===== src/design/owb_pkg.sv =====
// Shared types and constants for the one-wire bus master.
// No dependencies; imported by the core, the top level and the bench.
`timescale 1ns / 1ps

package owb_pkg;

  localparam int unsigned TimeW   = 10;
  localparam int unsigned NumRegs = 8;
  localparam int unsigned CfgIdxW = 4;

  // Action codes of the command field
  localparam logic [1:0] ActNone  = 2'd0;
  localparam logic [1:0] ActReset = 2'd1;
  localparam logic [1:0] ActWrite = 2'd2;
  localparam logic [1:0] ActRead  = 2'd3;

  // Timing register indexes
  localparam logic [2:0] RegResetLow     = 3'd0;
  localparam logic [2:0] RegPresenceWait = 3'd1;
  localparam logic [2:0] RegResetTail    = 3'd2;
  localparam logic [2:0] RegShortLow     = 3'd3;
  localparam logic [2:0] RegReadSample   = 3'd4;
  localparam logic [2:0] RegReadTail     = 3'd5;
  localparam logic [2:0] RegWriteSlot    = 3'd6;
  localparam logic [2:0] RegRecovery     = 3'd7;

  typedef logic [TimeW-1:0] time_t;
  typedef time_t [NumRegs-1:0] cfg_t;

  // Register values after reset, in index order
  localparam cfg_t CfgReset = '{
    RegRecovery:     time_t'(2),
    RegWriteSlot:    time_t'(60),
    RegReadTail:     time_t'(55),
    RegReadSample:   time_t'(10),
    RegShortLow:     time_t'(2),
    RegResetTail:    time_t'(500),
    RegPresenceWait: time_t'(50),
    RegResetLow:     time_t'(500)
  };

  typedef enum logic [3:0] {
    PhIdle    = 4'd0,
    PhRstLow  = 4'd1,
    PhRstWait = 4'd2,
    PhRstTail = 4'd3,
    PhWrLow   = 4'd4,
    PhWrSlot  = 4'd5,
    PhRdLow   = 4'd6,
    PhRdWait  = 4'd7,
    PhRdTail  = 4'd8,
    PhRecov   = 4'd9
  } phase_e;

  typedef struct packed {
    phase_e     phase;
    time_t      timer;
    logic [2:0] bit_idx;
    logic [7:0] shift;
    logic [1:0] cmd;
    logic       presence;
    logic [7:0] rd_result;
  } state_t;

  typedef struct packed {
    logic       drive_low;
    logic       busy;
    logic       done;
    logic [7:0] read_data;
    logic       presence;
  } result_t;

endpackage


===== src/design/owb_core.sv =====
// Next-state and per-tick result logic of the one-wire bus master.
// Depends on owb_pkg; purely combinational, state is held by the top level.
`timescale 1ns / 1ps

module owb_core import owb_pkg::*; (
  input  state_t     state_i,
  input  cfg_t       cfg_i,
  input  logic [1:0] action_i,
  input  logic [7:0] write_data_i,
  input  logic       line_level_i,
  output state_t     state_o,
  output result_t    result_o
);

  state_t     st;
  state_t     nx;
  time_t      len;
  logic [TimeW:0] tnext;
  logic       cur_bit;
  logic       drive;
  logic       busy;
  logic       done;
  logic [2:0] nbit;

  // Start a command on an idle tick, then run the phase sequencer
  always_comb begin
    st = state_i;
    if (st.phase == PhIdle && action_i != ActNone) begin
      st.cmd     = action_i;
      st.timer   = '0;
      st.bit_idx = '0;
      case (action_i)
        ActReset: st.phase = PhRstLow;
        ActWrite: begin
          st.shift = write_data_i;
          st.phase = write_data_i[0] ? PhWrLow : PhWrSlot;
        end
        default: begin
          st.shift = '0;
          st.phase = PhRdLow;
        end
      endcase
    end

    cur_bit = st.shift[st.bit_idx];
    nbit    = st.bit_idx + 3'd1;

    // Pick the length of the phase in progress
    case (st.phase)
      PhRstLow:  len = cfg_i[RegResetLow];
      PhRstWait: len = cfg_i[RegPresenceWait];
      PhRstTail: len = cfg_i[RegResetTail];
      PhWrLow:   len = cfg_i[RegShortLow];
      PhWrSlot:  len = cfg_i[RegWriteSlot];
      PhRdLow:   len = cfg_i[RegShortLow];
      PhRdWait:  len = cfg_i[RegReadSample];
      PhRdTail:  len = cfg_i[RegReadTail];
      PhRecov:   len = cfg_i[RegRecovery];
      default:   len = time_t'(1);
    endcase

    tnext = {1'b0, st.timer} + {{TimeW{1'b0}}, 1'b1};
    nx    = st;
    busy  = (st.phase != PhIdle);
    done  = 1'b0;
    drive = (st.phase == PhRstLow) || (st.phase == PhWrLow) || (st.phase == PhRdLow) ||
            (st.phase == PhWrSlot && !cur_bit);

    if (busy) begin
      if (tnext >= {1'b0, len}) begin
        nx.timer = '0;
        case (st.phase)
          PhRstLow:  nx.phase = PhRstWait;
          PhRstWait: begin
            nx.presence = line_level_i;
            nx.phase    = PhRstTail;
          end
          PhRstTail: begin
            done     = 1'b1;
            nx.phase = PhIdle;
          end
          PhWrLow:   nx.phase = PhWrSlot;
          PhWrSlot:  nx.phase = PhRecov;
          PhRdLow:   nx.phase = PhRdWait;
          PhRdWait:  begin
            if (line_level_i) nx.shift[st.bit_idx] = 1'b1;
            nx.phase = PhRdTail;
          end
          PhRdTail:  nx.phase = PhRecov;
          PhRecov:   begin
            if (st.bit_idx == 3'd7) begin
              done       = 1'b1;
              if (st.cmd == ActRead) nx.rd_result = st.shift;
              nx.phase   = PhIdle;
              nx.bit_idx = '0;
            end else begin
              nx.bit_idx = nbit;
              if (st.cmd == ActWrite) begin
                nx.phase = st.shift[nbit] ? PhWrLow : PhWrSlot;
              end else begin
                nx.phase = PhRdLow;
              end
            end
          end
          default:   nx.phase = PhIdle;
        endcase
      end else begin
        nx.timer = tnext[TimeW-1:0];
      end
    end
  end

  assign state_o  = nx;
  assign result_o = '{
    drive_low: drive,
    busy:      busy,
    done:      done,
    read_data: nx.rd_result,
    presence:  nx.presence
  };

endmodule


===== src/design/onewire_bus_master.sv =====
// One-wire bus master: each accepted item is one microsecond tick and yields one result.
// Each result is registered in the output register; throughput one item per cycle while intake is not stalled.
// A skid entry behind the result register takes one more item while a result is stalled;
// intake stalls while the skid is full and resumes once it drains.
// Reset (async, active low) sets idle, timing registers to defaults, presence level 1.
// Depends on owb_pkg and owb_core.
`timescale 1ns / 1ps

module onewire_bus_master import owb_pkg::*; (
  input  logic               clk_i,
  input  logic               rst_ni,
  input  logic               cfg_valid_i,
  output logic               cfg_ready_o,
  input  logic [CfgIdxW-1:0] cfg_index_i,
  input  logic [TimeW-1:0]   cfg_data_i,
  input  logic               in_valid_i,
  output logic               in_stall_o,
  input  logic [1:0]         action_i,
  input  logic [7:0]         write_data_i,
  input  logic               line_level_i,
  output logic               out_valid_o,
  input  logic               out_stall_i,
  output logic               drive_low_o,
  output logic               busy_res_o,
  output logic               done_res_o,
  output logic [7:0]         read_data_o,
  output logic               presence_level_o
);

  cfg_t    cfg_q;
  state_t  state_q;
  state_t  state_d;
  result_t res_d;
  result_t out_q;
  result_t skid_q;
  logic    out_valid_q;
  logic    skid_valid_q;
  logic    accept;
  logic    out_load;

  localparam state_t StateReset = '{
    phase:     PhIdle,
    timer:     '0,
    bit_idx:   '0,
    shift:     '0,
    cmd:       ActNone,
    presence:  1'b1,
    rd_result: '0
  };

  owb_core u_core (
    .state_i      (state_q),
    .cfg_i        (cfg_q),
    .action_i     (action_i),
    .write_data_i (write_data_i),
    .line_level_i (line_level_i),
    .state_o      (state_d),
    .result_o     (res_d)
  );

  assign cfg_ready_o = 1'b1;
  assign accept      = in_valid_i && !skid_valid_q;
  assign out_load    = !out_valid_q || !out_stall_i;
  assign in_stall_o  = skid_valid_q;

  // Take timing register writes; ignore indexes past the list
  always_ff @(posedge clk_i or negedge rst_ni) begin
    if (!rst_ni) begin
      cfg_q <= CfgReset;
    end else if (cfg_valid_i && cfg_index_i < CfgIdxW'(NumRegs)) begin
      cfg_q[cfg_index_i[2:0]] <= cfg_data_i;
    end
  end

  // Advance the sequencer once per accepted tick
  always_ff @(posedge clk_i or negedge rst_ni) begin
    if (!rst_ni) begin
      state_q <= StateReset;
    end else if (accept) begin
      state_q <= state_d;
    end
  end

  // Output register and skid stage control
  always_ff @(posedge clk_i or negedge rst_ni) begin
    if (!rst_ni) begin
      out_valid_q  <= 1'b0;
      skid_valid_q <= 1'b0;
    end else if (out_load) begin
      if (skid_valid_q) begin
        out_valid_q  <= 1'b1;
        skid_valid_q <= 1'b0;
      end else begin
        out_valid_q <= accept;
      end
    end else if (accept) begin
      skid_valid_q <= 1'b1;
    end
  end

  // Result payloads
  always_ff @(posedge clk_i) begin
    if (out_load) begin
      out_q <= skid_valid_q ? skid_q : res_d;
    end else if (accept) begin
      skid_q <= res_d;
    end
  end

  assign out_valid_o      = out_valid_q;
  assign drive_low_o      = out_q.drive_low;
  assign busy_res_o       = out_q.busy;
  assign done_res_o       = out_q.done;
  assign read_data_o      = out_q.read_data;
  assign presence_level_o = out_q.presence;

endmodule


===== config.mk =====
export PLATFORM = sky130hd
export DESIGN_NAME = onewire_bus_master
export DESIGN_NICKNAME = d
export VERILOG_FILES = /design/src/design/owb_pkg.sv /design/src/design/owb_core.sv /design/src/design/onewire_bus_master.sv
export SDC_FILE = /design/constraint.sdc
export NUM_CORES = 1
export LEC_CHECK = 0
export ABC_AREA = 1
export BUFFER_PORTS_ARGS = -buffer_cell sky130_fd_sc_hd__buf_2
export CAP_MARGIN = 20
export CORE_ASPECT_RATIO = 1.2
export CORE_MARGIN = 3
export CORE_UTILIZATION = 45
export CTS_CLUSTER_DIAMETER = 80
export DETAILED_ROUTE_END_ITERATION = 8
export PLACE_DENSITY_LB_ADDON = 0.3
export SLEW_MARGIN = 10
export SYNTH_ARGS = -nofsm -noshare
export SYNTH_HDL_FRONTEND = slang
export SYNTH_SLANG_ARGS = --single-unit

===== constraint.sdc =====
create_clock -name clk_i -period 4.4 [get_ports clk_i]
set_input_delay 0.22 -clock clk_i [delete_from_list [all_inputs] [get_ports clk_i]]
set_output_delay 0.22 -clock clk_i [all_outputs]
set_load 0.03 [all_outputs]

Word-level counts from Yosys, hierarchy flattened:

Cells that the tools add are included.

* add/sub/neg operators: 2
* order comparisons: 7
* equality and inequality tests: 14
* muxes and demuxes: 40
* bitwise logic cells: 2
* reductions and logical operators: 21

Operator list (count)
* $bwmux W80: 1
* $pmux W10 S8: 1
* $mux W8: 5
* $demux W10 S3: 1
* $pmux W4 S7: 1
* $mux W27: 1
* $mux W25: 1
* $mux W10: 2
* $mux W9: 2
* $eq A4 B3 Y1 const B: 4
* $pmux W8 S2: 1
* $lt A3 B4 Y1 const B: 3
* $mux W1: 12
* $mux W12: 1
* $mux W4: 3
* $add A10 B1 Y11 const B: 1
* $ge A11 B10 Y1: 1
* $mux W11: 1
* $eq A4 B2 Y1 const B: 2
* $eq A4 B4 Y1 const B: 2
* $or A8 B8 Y8: 1
* $pmux W4 S2: 1
* $bmux W1 S3: 2
* $eq A2 B2 Y1 const B: 3
* other kinds (18): 33

* register bits: 142
* output and inout bits: 15
* word-level logic and storage cells: 113

Depth between registers and ports, before layout:

Gate-level depths: netlist of run 1.

* depth after elaboration: 12
* depth in mapped cells: 31
* gate-level depth less buffers: 28

By module:

A second synthesis of run 1 with hierarchy kept.

* cells, all modules: 1176
* area, all modules: 8580.7 um^2

By module, submodules not included
* onewire_bus_master: times used 1, cells an instance 598, area each 5651.7 um^2, seq. area each 3709.8 um^2
* owb_core: times used 1, cells an instance 578, area each 2929.1 um^2, seq. area each 0.0 um^2

Least setup slack after synthesis of run 1:

No wires, ideal clock.

* path type: input-to-reg
* from: in action_i[1]
* to: reg out_q (netlist bit done_res_o) (data pin)
* setup time: 0.271 ns
* data arrival time: 3.056 ns
* data required time: 4.129 ns
* setup slack: 1.074 ns
* stages: 24
* cell sequence: inv_1 > ha_1 > inv_1 > nand3_4 > buf_6 > buf_2 > nand2_1 > inv_1 > ha_1 > nand3_1 > nor2_1 > xor2_1 > ha_1 > a21o_1 > nor2_1 > nand2_1 > nand2_1 > nand2_1 > nand2_1 > nand3_2 > buf_6 > buf_2 > nand2_1 > o21ai_1

* cells in the longest elaborated chain, start to end: 10
* elaborated cells on any way between the ends: 26

RTL lines
* start, declared: RTL line onewire_bus_master.sv:18 `input logic [1:0] action_i,`
* $eq A2 B2 Y1, or another cell as far along: RTL line owb_core.sv:32 `case (action_i)`
* $pmux W4 S2 / $logic_and A1 B1 Y1 (equally long branches): RTL line owb_core.sv:32, owb_core.sv:28
* $mux W27 *: RTL line owb_core.sv:28 `if (st.phase == PhIdle && action_i != ActNone) begin`
* $eq A4 B3 Y1: RTL line owb_core.sv:49 `case (st.phase)`
* $reduce_or A2 Y1 (no line)
* $pmux W10 S8: RTL line owb_core.sv:49
* $ge A11 B10 Y1: RTL line owb_core.sv:70 `if (tnext >= {1'b0, len}) begin`
* $mux W1: RTL line owb_core.sv:70
* $mux W1 *: RTL line owb_core.sv:69 `if (busy) begin`
* $mux W12 *: RTL line onewire_bus_master.sv:104 `out_q <= skid_valid_q ? skid_q : res_d;`
* end signal, assigned: RTL line onewire_bus_master.sv:104
* end, declared: RTL line onewire_bus_master.sv:34 `result_t out_q;`

Mark *: on every way between the ends. The rest lies on a longest branch, timed or not.
A chain may end at the register's enable or synchronous reset.

Worst setup path in the final report of run 1:

* from: reg state_q[35] (netlist name)
* to: reg state_q[35] (netlist name)

* cells in the longest elaborated chain, start to end: 9
* elaborated cells on any way between the ends: 23

RTL lines
* start, declared: RTL line onewire_bus_master.sv:31 `state_t state_q;`
* start signal, assigned: RTL line onewire_bus_master.sv:78 `state_q <= StateReset;`
* start signal, assigned: RTL line onewire_bus_master.sv:80 `state_q <= state_d;`
* $logic_not A4 Y1: RTL line owb_core.sv:28
* $logic_and A1 B1 Y1: RTL line owb_core.sv:28
* $mux W27 *: RTL line owb_core.sv:28
* parallel branches: the longest is 5 deep, another holds $add A10 B1 Y11
* $mux W25 *: RTL line owb_core.sv:69

Every way passes the cells marked *.

==> results of run 1 <==
[how the worst max path moves through the flow]
stage                      from          end  slack [ns]  depth (start not counted)
finish              state_q[35]  state_q[35]        0.54                         25
global route        state_q[35]  state_q[35]        0.15                         25
CTS                 state_q[35]  state_q[35]        0.43                         25
detailed placement  action_i[0]  state_q[35]        0.28                         26
global placement    action_i[1]  state_q[33]        0.33                         25
floorplan           action_i[1]   done_res_o        1.07                         24
[cell families (layout without fill, tap and decap cells)]
kind of cell | Yosys count | count (layout) | synth area share, %
buffers and inverters | 154 | 202 | 8.59
adder cells (fa/ha/maj) | 17 | 17 | 2.79
flip-flops | 142 | 142 | 48.6
XOR/XNOR | 5 | 5 | 0.574
AND/OR/NAND/NOR | 474 | 474 | 26.6
other | 1 | 1 | 0.0491
AO/OA/AOI/OAI | 179 | 179 | 12.8
[power by group through the flow]
stage / Clock, mW / Combinational, mW / Sequential (mW)
2_1_floorplan: 0 / 1.90 / 1.91
3_3_place_gp: 0 / 2.45 / 1.91
3_5_place_dp: 0 / 2.46 / 1.92
4_1_cts: 1.52 / 2.48 / 1.90
5_1_grt: 1.58 / 2.85 / 1.94
6_report: 1.49 / 2.51 / 1.90
[critical path, delay by kind of cell (launching register included)]
family	cells	cell delay (ns)
adders and majority gates	1	0.32
DFF	1	0.43
and+or+nand+nor	17	1.80
buffers and inverters	4	0.85
AOI/OAI and AO/OA	3	0.38
[state kept, by name, indices dropped and copies added (netlist names)]
signal and cells:
in_stall_o 1, presence_level_o 1, cfg_q 80, state_q 36
done_res_o 1, skid_q 12, busy_res_o 1, out_valid_o 1
read_data_o 8, drive_low_o 1
[routing by layer]
metal	vias up	share of wire [%]	global-route usage [%]
li1	3227	-	-
met1	2981	44	24.8
met2	151	51	36.6
met3	31	3.7	4.27
met4	0	2.1	6.02
met5	-	0	0
[what timing repair did]
action,CTS,global route
hold buffers,1,0
setup endpoints to repair,0,1
endpoints found under the hold margin,49,0
resized for setup,0,2
[final cells by class]
class,count,area [um^2]
sequential,142,3710
fill,1579,7830
inverter,111,417
clock buffer,17,425
multi-input combinational,676,3280
timing repair buffer,59,344
tap,212,265
clock inverter,15,186
[cell usage in the layout, fill, tap and decap left out, drive strengths merged, types with 2 or more instances in the layout]
cell / n
nor2: 67
a21boi: 2
buf: 58
inv: 112
a22oi: 5
clkinv: 10
clkbuf: 17
o21ai: 115
o22ai: 9
nor3: 14
a21oi: 29
dfstp: 29
nand4: 28
a31oi: 6
ha: 17
o21bai: 4
dfrtp: 89
and2: 10
bufinv: 3
a22o: 4
xor2: 5
nand2: 314
nand3: 40
edfxtp: 24
==> flow_metrics.tcl, run 1 <==
set metrics [dict create \
    outcome "complete, no violations" \
    setup_viol 0 \
    end_kind "flop" \
    postPlaceCellArea_um2 7970 \
    start_util_pct 46.4 \
    cp_common_cell "nand2_1" \
    r2r-end "state_q[35]" \
    path_class "flop to flop" \
    worstRegToRegCells 25 \
    synth_area_um2 7630 \
    port_buffers 43 \
    synth.most_common_cell "nand2_1" \
    die_width_um 125 \
    cts_sinks 142 \
    gr-total-overflow 0 \
    max-vdd-ir-drop_uv 337 \
    rows 51 \
    dr.first_iter.drc_count 514 \
    die_h_um 149 \
    cts.path.max_buffers 2 \
    cts-root-buf "clkbuf_16" \
    drv_cap 0 \
    p_leak_nw 4.13 \
    synth_common_cells "nand2_1, o21ai_0, inv_1" \
    synthArstFlopShare_pct 83.1 \
    total_power_mw 5.90 \
    areaGrowthSynthToFinish_pct 13.1 \
    postCtsSetupBuffers 0 \
    synth_top_flop_cell "dfrtp_1" \
    num_vias 6390 \
    worst_pin_slew_ns 0.985 \
    critPathMaxStageDelay_ns 0.43 \
    combPwrFrac_pct 42.5 \
    hold_depth 3 \
    finalSetupTns_ns 0 \
    antenna_found_initial 0 \
    dr.pass1.iters 5 \
    powerDensity_nw_per_um2 684 \
    synthCells 972 \
    numCtsBuffers 17 \
    pin_count 45 \
    grt_setup_unrepaired "no" \
    postRouteAntennaNets 0 \
    fin_util_pct 52.4 \
    worst_slack_ns 0.541 \
    ys_types 44 \
    drive_gt1_share_pct 13.7 \
    yosysTopAreaCell "dfrtp_1" \
    synth.avg_cell_area_um2 7.85 \
    viasPerCell 5.19 \
    cts.htree.levels 4 \
    dp.cells 1196 \
    r2r-start "state_q[35]" \
    tritoncts "done" \
    relSlewSlack_pct 34.4 \
    gp_congestion 0.909 \
    worstSetupStartpointType "flop" \
    synth_top_cell_area_share_pct 29.2 \
    grt_pass1_wl_um 30300 \
    clock.fmax_ghz 0.259 \
    fin_worst_skew_ns 0.00831 \
    ys_seq_area_share_pct 48.6 \
    crit_fanout 17 \
    dp_hpwl_um 13200 \
    wl_per_cell_um 14.9 \
    p_sw_share_pct 42.3 \
    p_seq_share_pct 32.2 \
    dieArea_um2 18600 \
    final_area_um2 8630 \
    reg2reg_setup_slack_ns 0.54 \
    drt_wl_total_um 18300 \
    cp.required_ns 4.77 \
    dp_slack_ns 0.279 \
    drv_slew 0 \
    final_nets 1054 \
    hp-start "in_valid_i" \
    hold_slack_ns 0.0193 \
    ys_seq_elements 142 \
    cp.arrival_ns 4.23 \
    synth_warnings 0 \
    core_um2 16500 \
    grt_use_total_pct 20.4 \
    clkPwrFrac_pct 25.3 \
    fin_crit_sh_pct 87.7 \
    clk_pin_slew_ns 0.06 \
    p_sw_mw 2.50 \
    internal_power_mw 3.41 \
    synth_fp_nets 1019 \
    slowest_stage "dfrtp_1" \
    final-hold-violation-count 0 \
    grt_max_degree 79 \
    grt_pass1_vias 6025 \
    clock_latency_ns 0.43 \
    min_period_ns 3.86 \
    n_antenna_cell 0 \
    worstHoldEndpoint "out_valid_o" \
    synth_edf_count 24 \
    hold_path.class "input port to flop" \
    synthTopCellsByArea "dfrtp_1, nand2_1, dfstp_2" \
    finalNonFillerCells 1232 \
    drc 0 \
]
(Power assumes the default switching activity.)
==> inputs of run 2 (changes only) <==
--- a/config.mk
+++ b/config.mk
@@ -13,7 +13,8 @@
 export CORE_UTILIZATION = 45
 export CTS_CLUSTER_DIAMETER = 80
 export DETAILED_ROUTE_END_ITERATION = 8
-export PLACE_DENSITY_LB_ADDON = 0.3
+export MAX_ROUTING_LAYER = met4
+export PLACE_DENSITY = 0.61
 export SLEW_MARGIN = 10
 export SYNTH_ARGS = -nofsm -noshare
 export SYNTH_HDL_FRONTEND = slang
==> run 2 against run 1 <==
Sequential cell count stayed put; critical path depth is 5 lower; clock power hardly changed; register-to-register slack better by 0.09 ns; sequential share of layout area hardly changed; hold slack worse by 0.0013 ns; final cell count is 0.24% higher; critical endpoint is now skid_q[5]; largest cell class unchanged; highest routed layer unchanged.
==> flow_metrics.tcl, run 2 (synthesis gave the netlist of run 1 again) <==
set metrics [dict create \
    gr-total-overflow 0 \
    path_class "flop to flop" \
    p_leak_nw 4.13 \
    drv_slew 0 \
    viasPerCell 5.20 \
    regMostFlops "cfg_q" \
    combPwrFrac_pct 42.9 \
    outcome "complete, no violations" \
    drc 0 \
    cp.arrival_ns 3.96 \
    clock_latency_ns 0.43 \
    relSlewSlack_pct 30.3 \
    dieArea_um2 18600 \
    dr.first_iter.drc_count 482 \
    pin_count 45 \
    rows 51 \
    worst_slack_ns 0.631 \
    worstRegToRegCells 20 \
    port_buffers 43 \
    p_sw_mw 2.51 \
    mostFrequentLayoutCell "nand2_1" \
    hold_depth 3 \
    grt_use_total_pct 22.4 \
    drv_cap 0 \
    grt_max_degree 63 \
    cp.required_ns 4.59 \
    die_width_um 125 \
    worstSetupStartpointType "flop" \
    final_nets 1057 \
    crit_fanout 18 \
    cts.htree.levels 4 \
    reg.largest.list "cfg_q: 80 flops, state_q: 36 flops, skid_q: 12 flops" \
    n_antenna_cell 0 \
    largest_reg_flops 80 \
    wl_per_cell_um 15.9 \
    dp_slack_ns 0.276 \
    cts-root-buf "clkbuf_16" \
    dr.pass1.iters 5 \
    cp_common_cell "nand2_1" \
    postPlaceCellArea_um2 8000 \
    critPathMaxStageDelay_ns 0.44 \
    clk_pin_slew_ns 0.06 \
    powerDensity_nw_per_um2 685 \
    clock.fmax_ghz 0.265 \
    hold_path.class "input port to flop" \
    num_vias 6418 \
    areaGrowthSynthToFinish_pct 13.0 \
    p_sw_share_pct 42.5 \
    numCtsBuffers 17 \
    slowest_stage "dfrtp_1" \
    min_period_ns 3.77 \
    end_kind "flop" \
    gp_congestion 0.930 \
    p_seq_share_pct 32.1 \
    dp_hpwl_um 13800 \
    num-fill-cells 1626 \
    cts.path.max_buffers 2 \
    final_cell_mix "nand2_1, o21ai_0, inv_1" \
    grt_pass1_vias 6040 \
    internal_power_mw 3.40 \
    fin_worst_skew_ns 0.00535 \
    grt_setup_unrepaired "no" \
    setup_viol 0 \
    clkPwrFrac_pct 25.1 \
    antenna_found_initial 0 \
    postRouteAntennaNets 0 \
    finalSetupTns_ns 0 \
    worst_pin_slew_ns 1.04 \
    start_util_pct 46.4 \
    drt_wl_total_um 19600 \
    grt_pass1_wl_um 32100 \
    final-hold-violation-count 0 \
    core_um2 16500 \
    total_power_mw 5.91 \
    cts_sinks 142 \
    fin_crit_sh_pct 85.7 \
    die_h_um 149 \
    final_area_um2 8630 \
    max-vdd-ir-drop_uv 420 \
    drive_gt1_share_pct 13.7 \
    tritoncts "done" \
    crit_chain "nor2_2, nand3_4, o21bai_1, nor2_1, nand3_1, clkinv_1, a22o_1, nor2_1, nand2_1, ha_1, nor2_1, o21ai_0, nand2_1, nand2_1, nand2_1, nand2_1, nand2_1, nand3_4, nand4_1, and2_1" \
]
[run 2: cell types whose count changed in the layout (fill, tap and decap cells not counted), sizes merged]
cell | before | now
buf | 58 | 61
clkinv | 10 | 8
clkinvlp | 1 | 3
clkbuf | 17 | 18
inv | 112 | 111
[run 2: final cells by class]
cell class	count	area (um^2)	share of cell area [%]
Clock buffer	18	429	4.97
Timing Repair Buffer	62	363	4.20
Inverter	111	417	4.83
Clock inverter	14	165	1.91
Multi-Input combinational cell	676	3280	38.0
Tap cell	212	265	3.07
Sequential cell	142	3710	43.0
[run 2: path summary, 6_finish.rpt]
kind / from / end / slack [ns]
hold reg to reg: state_q[2] / state_q[2] / 0.48
min in group asynchronous: rst_ni / state_q[15] / 0.23
setup / recovery: state_q[35] / skid_q[5] / 0.63
max in group asynchronous: rst_ni / cfg_q[16] / 3.05
setup reg to reg: state_q[35] / skid_q[5] / 0.63
hold / removal: in_valid_i / out_valid_o / 0.02
[run 2: stage by stage]
step | hold slack, ns | instances | utilization (%)
after floorplan | -0.0756 | 972 | -
after global placement | 0.135 | 1199 | 48.6
after detailed placement | 0.137 | 1199 | 48.6
after CTS | 0.00450 | 1232 | 52.2
after global routing | 0.0111 | 1235 | 52.4
final | 0.0180 | 1235 | 52.4
[run 2: worst max-delay path: cells and delay by family (launching register included)]
kind | cells | cell delay [ns]
fa+ha+maj | 1 | 0.27
compound gates | 3 | 0.67
simple gates | 15 | 1.81
buf+inv | 1 | 0.33
flops | 1 | 0.44
[run 2: power by group through the flow]
stage | combinational [mW] | sequential (mW) | clock, mW
2_1_floorplan | 1.90 | 1.91 | 0
5_1_grt | 2.89 | 1.93 | 1.56
6_report | 2.54 | 1.90 | 1.48
3_5_place_dp | 2.51 | 1.91 | 0
3_3_place_gp | 2.48 | 1.91 | 0
4_1_cts | 2.53 | 1.89 | 1.50
[run 2: timing repair]
action | in CTS | in global routing
buffers inserted | 0 | 0
hold endpoints to repair | 22 | 0
hold buffers | 1 | 0
setup endpoints to repair | 0 | 10
resized for setup | 0 | 1
[run 2: per-layer routing]
metal	vias to the layer above	part of all wire, %	track usage, %
li1	3227	-	-
met1	3023	43	27.2
met2	140	52	38.5
met3	28	3.4	4.06
met4	0	1.6	6.78
met5	-	0	-
==> inputs of run 3 (changes only) <==
--- a/config.mk
+++ b/config.mk
@@ -12,9 +12,11 @@
 export CORE_MARGIN = 3
 export CORE_UTILIZATION = 45
 export CTS_CLUSTER_DIAMETER = 80
+export CTS_CLUSTER_SIZE = 10
 export DETAILED_ROUTE_END_ITERATION = 8
 export MAX_ROUTING_LAYER = met4
 export PLACE_DENSITY = 0.61
+export REMOVE_ABC_BUFFERS = 1
 export SLEW_MARGIN = 10
 export SYNTH_ARGS = -nofsm -noshare
 export SYNTH_HDL_FRONTEND = slang
==> run 3 against run 2 <==
Routed wire length decreased by 4.7%; via count decreased by 0.23%; global-route usage decreased by 1.0 points; combinational power decreased by 3%; fmax decreased by 2.9%; clock-buffer cell count increased by 2; sequential power about the same; final area decreased by 0.54%; first-iteration DRC count decreased by 22%; total power decreased by 3.1%; die area unchanged; non-clock buffer count decreased by 2.
==> flow_metrics.tcl, run 3 (synthesis gave the netlist of run 1 again) <==
set metrics [dict create \
    clock.fmax_ghz 0.258 \
    combPwrFrac_pct 42.9 \
    r2r-end "state_q[35]" \
    mostFrequentLayoutCell "nand2_1" \
    gp_congestion 0.912 \
    hp-start "cfg_data_i[2]" \
    drv_slew 0 \
    core_um2 16500 \
    start_util_pct 46.4 \
    worst_slack_ns 0.520 \
    p_leak_nw 4.11 \
    cts.htree.levels 4 \
    dr.first_iter.drc_count 378 \
    critPathMaxStageDelay_ns 0.44 \
    numCtsBuffers 17 \
    wl_per_cell_um 15.2 \
    grt_use_total_pct 21.4 \
    largest_reg_flops 80 \
    p_sw_share_pct 42.9 \
    slowest_stage "dfrtp_1" \
    grt_max_degree 50 \
    final_area_um2 8580 \
    dp_slack_ns 0.463 \
    cts_resized 0 \
    drt_wl_total_um 18700 \
    clock_latency_ns 0.42 \
    drv_cap 0 \
    worst_pin_slew_ns 1.02 \
    relSlewSlack_pct 31.5 \
    powerDensity_nw_per_um2 667 \
    cp.required_ns 4.77 \
    crit_family "simple AND/OR/NAND/NOR gates" \
    hold_depth 3 \
    reg2reg_setup_slack_ns 0.52 \
    dieArea_um2 18600 \
    path_class "flop to flop" \
    end_kind "flop" \
    total_power_mw 5.73 \
    fin_worst_skew_ns 0.00966 \
    crit_fanout 18 \
    gr-total-overflow 0 \
    dp_hpwl_um 13200 \
    worstRegToRegCells 25 \
    drive_gt1_share_pct 13.6 \
    areaGrowthSynthToFinish_pct 12.4 \
    setup_viol 0 \
    num_vias 6403 \
    postRouteAntennaNets 0 \
    dp.cells 1199 \
    final-hold-violation-count 0 \
    cp_common_cell "nand2_1" \
    antenna_found_initial 0 \
    fin_crit_sh_pct 88.2 \
    regMostFlops "cfg_q" \
    final_nets 1055 \
    pin_count 45 \
    min_period_ns 3.88 \
    hold_path.class "input port to flop" \
    grt_setup_unrepaired "no" \
    dr.pass1.iters 5 \
    hold_slack_ns 0.0292 \
    num-fill-cells 1632 \
    cp.arrival_ns 4.25 \
    viasPerCell 5.19 \
    drc 0 \
    grt_pass1_wl_um 31100 \
    cts.path.max_buffers 2 \
    clk_pin_slew_ns 0.07 \
    port_buffers 43 \
    die_h_um 149 \
    reg.largest.list "cfg_q: 80 flops, state_q: 36 flops, skid_q: 12 flops" \
    rows 51 \
    p_sw_mw 2.46 \
    fin_util_pct 52.1 \
    max-vdd-ir-drop_uv 267 \
    tritoncts "done" \
    grt_pass1_vias 6161 \
    n_antenna_cell 0 \
    final_cell_mix "nand2_1, o21ai_0, inv_1" \
    p_seq_share_pct 33.1 \
    cts_sinks 142 \
    die_width_um 125 \
    clkPwrFrac_pct 24.0 \
    worstSetupStartpointType "flop" \
    worstHoldEndpoint "cfg_q[52]" \
    postCtsSetupBuffers 0 \
    finalSetupTns_ns 0 \
    internal_power_mw 3.27 \
    cts-root-buf "clkbuf_16" \
    postPlaceCellArea_um2 8000 \
    finalNonFillerCells 1233 \
    outcome "complete, no violations" \
    crit_buf_inv 4 \
    r2r-start "state_q[35]" \
]
run 3: changes by cell type in the layout (fill, tap and decap cells not counted), sizes merged:
cell         previous run  this run
dlygate4sd3             1         2
clkbuf                 18        20
clkinv                  8         7
buf                    61        58
inv                   111       113
bufinv                  3         0
run 3: metal layers:
metal / share of wire (%) / GRT usage, % / routed length [um]
met1: 44 / 25.8 / 8200
met3: 3.5 / 3.74 / 649
met2: 50 / 37.1 / 9410
met4: 2.2 / 6.62 / 420
met5: 0 / - / 0
run 3: how the worst max path moves through the flow:
| stage | startpoint | end | slack [ns] | cells past startpoint |
|---|---|---|---|---|
| 2_1_floorplan | action_i[1] | skid_q[1] | 0.77 | 23 |
| 3_3_place_gp | action_i[0] | state_q[33] | 0.48 | 25 |
| 3_5_place_dp | action_i[0] | state_q[35] | 0.46 | 27 |
| 4_1_cts | state_q[35] | state_q[34] | 0.56 | 25 |
| 5_1_grt | state_q[35] | state_q[32] | 0.13 | 24 |
| 6_report | state_q[35] | state_q[35] | 0.52 | 25 |
run 3: repair_timing:
action | 4_1_cts | 5_1_grt
endpoints found under the hold margin | 25 | 0
endpoints found under the setup margin | 0 | 0
hold buffers | 2 | 0
run 3: cell type report:
cell class	instances	area (um^2)	area share (%)
Clock buffer	20	468	5.45
Sequential cell	142	3710	43.2
Timing Repair Buffer	60	350	4.08
Inverter	111	417	4.85
Clock inverter	12	100	1.17
Multi-Input combinational cell	676	3270	38.1
Tap cell	212	265	3.09
run 3: worst min-delay path: cells and delay by family:
family | cells | cell delay (ns)
simple gates | 1 | 0.04
compound gates | 1 | 0.07
buf+inv | 1 | 0.08
run 3: power groups by stage:
stage	registers (mW)	logic, mW	clock network, mW
6_report	1.90	2.46	1.37
3_3_place_gp	1.92	2.43	0
5_1_grt	1.94	2.80	1.45
3_5_place_dp	1.92	2.45	0
2_1_floorplan	1.91	1.72	0
4_1_cts	1.90	2.47	1.39
